$ cat config.mk
export PLATFORM = sky130hd
export DESIGN_NAME = eot_mul
export DESIGN_NICKNAME = d
export VERILOG_FILES = /design/src/eot_pkg.sv /design/src/eot_mul.sv
export SDC_FILE = /design/constraint.sdc
export NUM_CORES = 2
export LEC_CHECK = 0
export BUFFER_PORTS_ARGS = -buffer_cell sky130_fd_sc_hd__buf_2
export CORE_MARGIN = 5
export CORE_UTILIZATION = 55
export CTS_BUF_LIST = sky130_fd_sc_hd__clkbuf_16
export CTS_CLUSTER_DIAMETER = 60
export DETAILED_ROUTE_END_ITERATION = 10
export PLACE_DENSITY_LB_ADDON = 0.1
export RECOVER_POWER = 50
export SYNTH_ARGS = -nofsm -noshare
export SYNTH_HDL_FRONTEND = slang
export SYNTH_SLANG_ARGS = --single-unit
$ cat constraint.sdc
create_clock -name i_clk -period 17.5 [get_ports i_clk]
set_input_delay 0.875 -clock i_clk [delete_from_list [all_inputs] [get_ports i_clk]]
set_output_delay 0.875 -clock i_clk [all_outputs]
set_load 0.05 [all_outputs]
$ cat src/eot_pkg.sv
package eot_pkg;

    localparam int TABLE_ROWS_DEF = 1024;
    localparam int EOP_COLS       = 10;

    localparam logic [3:0] LAST_WORD_COL = 4'd9;

    localparam logic [2:0] COL_UT1        = 3'd2;
    localparam logic [2:0] COL_LOD        = 3'd3;
    localparam logic [2:0] COL_LAST_BLEND = 3'd7;

    localparam logic REQ_WRITE = 1'b0;
    localparam logic REQ_QUERY = 1'b1;

    localparam logic REG_INTERP = 1'b0;
    localparam logic REG_ROWCNT = 1'b1;

    // arcsec -> rad factor in Q48; the product shifted right by 24 gives Q24 radians
    localparam logic signed [31:0] ARCSEC_RAD_K = 32'sd1364629196;

    localparam logic signed [64:0] RND_BLEND   = 65'sd32768;
    localparam logic signed [64:0] RND_RAD     = 65'sd8388608;
    localparam int                 BLEND_SHIFT = 16;
    localparam int                 RAD_SHIFT   = 24;

    typedef enum logic [3:0] {
        ST_IDLE,
        ST_SCAN,
        ST_RD_A,
        ST_RD_B,
        ST_BLEND_GO,
        ST_BLEND_WAIT,
        ST_CONV_GO,
        ST_CONV_WAIT,
        ST_NEXT,
        ST_TAI,
        ST_DONE
    } t_state;

    typedef enum logic {
        MUL_BLEND,
        MUL_RAD
    } t_mul_mode;

    typedef struct packed {
        logic               go;
        t_mul_mode          mode;
        logic signed [32:0] op_a;
        logic signed [31:0] op_b;
    } t_mul_req;

    typedef struct packed {
        logic               done;
        logic signed [40:0] value;
    } t_mul_rsp;

endpackage

$ cat src/eot_mul.sv
module eot_mul
    import eot_pkg::*;
(
    input  logic     i_clk,
    input  logic     i_rst_n,
    input  t_mul_req i_req,
    output t_mul_rsp o_rsp
);

    logic               r_p_valid;
    logic               r_done;
    logic signed [64:0] r_prod;
    t_mul_mode          r_mode;
    logic signed [40:0] r_res;
    logic signed [64:0] w_sum;
    logic signed [64:0] w_shifted;

    always_comb begin
        w_sum     = r_prod + ((r_mode == MUL_BLEND) ? RND_BLEND : RND_RAD);
        w_shifted = (r_mode == MUL_BLEND) ? (w_sum >>> BLEND_SHIFT) : (w_sum >>> RAD_SHIFT);
    end

    always_ff @(posedge i_clk) begin
        if (!i_rst_n) begin
            r_p_valid <= 1'b0;
            r_done    <= 1'b0;
        end else begin
            r_p_valid <= i_req.go;
            r_done    <= r_p_valid;
        end
    end

    always_ff @(posedge i_clk) begin
        if (i_req.go) begin
            r_prod <= $signed(i_req.op_a) * $signed(i_req.op_b);
            r_mode <= i_req.mode;
        end
        if (r_p_valid) begin
            r_res <= w_shifted[40:0];
        end
    end

    assign o_rsp.done  = r_done;
    assign o_rsp.value = r_res;

endmodule

==> results.yml <==
global_route:
  grt.overflow.total: 0
  grt.total_usage: 0.2790
  antenna_found_initial: 5
  grt_max_degree: 73
  grt_pass1_wl_mm: 177.7
  grt_pass1_vias: 31880
sta:
  period_needed_ps: 9073
  finalSetupViolCount: 0
  rsz0062_at_grt: "false"
  tightest_slew_ps: 2676
  slew_headroom: -0.7840
  fin_worst_skew_ps: 5.708
  fin_crit_sh: 0.5185
  fmax_mhz: 110.2
  finalSetupTns_ps: 0
  hold_viol: 0
  slew_violations: 96
setup_path:
  cpMostUsedCell: "fa_1"
  regToRegSetupSlack_ps: 13840
  cp_max_fo: 32
  start_kind: "input port"
  crit_type: "input port to flip-flop"
  arrival_ps: 9170
  r2r_start: "r_mode"
  slowest_delay_ps: 860
  worstPathRequired_ps: 17590
  end_kind: "flip-flop"
  startpoint: "i_req[64]"
  cp_slowest_cell: "fa_1"
synth:
  yosys_warnings: 0
  syn_area_per_cell_um2: 9.604
  ys_ff_latch: 94
  synthTopCellsByCount: "fa_1 (1111), inv_1 (1035), nand2_1 (576)"
  synth_flop_cell: "edfxtp_1"
  async_flop_share: 0
  synth_cells: 4277
  ys_seq_area_frac: 0.06823
  synth.most_common_cell: "fa_1"
  syn-num-nets: 5641
  synth_area_um2: 41080
  synthTopCellsByArea: "fa_1 (54%), inv_1 (9.5%), and2_1 (7.7%)"
  synth-edff-count: 92
  synth_top_cell_area_share: 0.5414
  yosysUniqueCellTypes: 70
  yosys.area.top_type: "fa_1"
cts:
  numCtsBuffers: 9
  clkTransAtPathRegs_ps: 70
  cts.repair.resized: 0
  tritoncts: "yes"
  htreeDepth: 3
  clk_latency_ps: 340
  cts_hold_buf: 0
  cts_setup_buffers: 0
  cts_root_buf: "clkbuf_16"
  cts_buffer_depth: 2
  clkSinkCount: 94
place:
  dp_hpwl_mm: 85.81
  gp_congestion: 0.9097
  numPortBuffers: 110
die:
  placementRows: 100
  num_io_pins: 111
  die_w_um: 283.3
  start_util: 0.5536
  fp.dieH_um: 283.3
  core_um2: 74200
  fp.dieArea_um2: 80250
detailed_routing:
  drtIter0Drc: 1653
  viasPerCell: 5.382
  wl_mm: 106.1
  vias: 27810
  firstDrtPassIters: 5
  drc: 0
  wl_per_cell_um: 20.54
  final_antenna_net_count: 0
cells_and_area:
  area_delta_synth_final_pct: 3.226
  layout.nets: 5556
  drive_above_1_share: 0.03336
run:
  maxCapViolCount: 2
min_path:
  min_path_type: "flip-flop to flip-flop"
  hold_start: "r_prod[64]"
run_status:
  status: "complete, but fails checks"
  failed_checks: "max-capacitance violations, max-slew violations"
-- flip-flops by register name (all words and copies together), names as in the netlist --
name / flops
r_prod: 50
r_res: 41
r_done: 1
r_mode: 1
r_p_valid: 1
-- metal layers --
metal  track usage  vias up  wire (um)
li1              -    12150          -
met1        0.3776    14760      43850
met2        0.4911      769      53860
met3       0.02926      132       5452
met4       0.06431        2       2957
met5             0        -         13
-- placed cells by master (no fill, tap or decap), drive strengths merged, types with 2 or more instances in the layout --
cell type  count
fa          1111
inv         1038
nand2        577
and2         508
ha           184
buf          100
edfxtp        92
nor2          75
a21oi         72
xnor2         70
xor2          41
nand3         41
clkbuf        41
a21o          37
o21ai         36
nand4         23
mux2i         21
nor3          15
o21bai        14
a31oi         11
and3          11
nand2b        11
o21a           7
o211ai         5
nor2b          5
a211oi         4
and4           4
a221o          3
a221oi         3
or2            3
nor4           3
clkinv         3
nand4b         2
a311o          2
o22ai          2
dfxtp          2
or3            2
-- final timing paths --
path | to | depth (start not counted)
hold reg to reg | r_res[40] | 2
setup / recovery | r_prod[64] | 27
setup reg to reg | r_res[33] | 12
hold / removal | r_res[40] | 2
-- final cells by class --
type / count / area (um^2)
Antenna cell: 1 / 2.502
Fill cell: 6670 / 31790
Timing Repair Buffer: 132 / 675.6
Inverter: 1036 / 3889
Multi-Input combinational cell: 2919 / 33500
Clock inverter: 7 / 91.34
Sequential cell: 94 / 2803
Clock buffer: 9 / 225.2
Tap cell: 969 / 1212
-- logic make-up after synthesis --
logic type	count (synthesis)	synth area share
adder cells (fa/ha/maj)	1295	0.5975
XOR/XNOR	111	0.02367
flip-flops	94	0.06823
AO/OA/AOI/OAI	210	0.03366
multiplexers	22	0.005391
buffers and inverters	1264	0.1161
AND/OR/NAND/NOR	1281	0.1554
-- worst max-delay path: cells and delay by family --
kind / cells / cell delay, ps
XOR/XNOR: 1 / 80
AND/OR/NAND/NOR: 1 / 180
AO/OA/AOI/OAI: 8 / 1650
adder cells (fa/ha/maj): 9 / 4700
buffers and inverters: 8 / 1660
-- metrics by stage --
stage	util	setup slack, ps	std cells	area (um^2)	hold WS [ps]
4_1_cts	0.5720	8397	5166	42440	678.3
6_report	0.5715	8427	5167	42400	666.2
3_5_place_dp	0.5678	8039	5150	42130	649.9
5_1_grt	0.5715	7950	5167	42400	699.8
2_1_floorplan	-	9010	4277	41080	605.3
3_3_place_gp	0.5678	8129	5150	42130	670.0
Power is not shown: default switching activity piles up to over one toggle a cycle in this logic, so the estimate is an artifact.
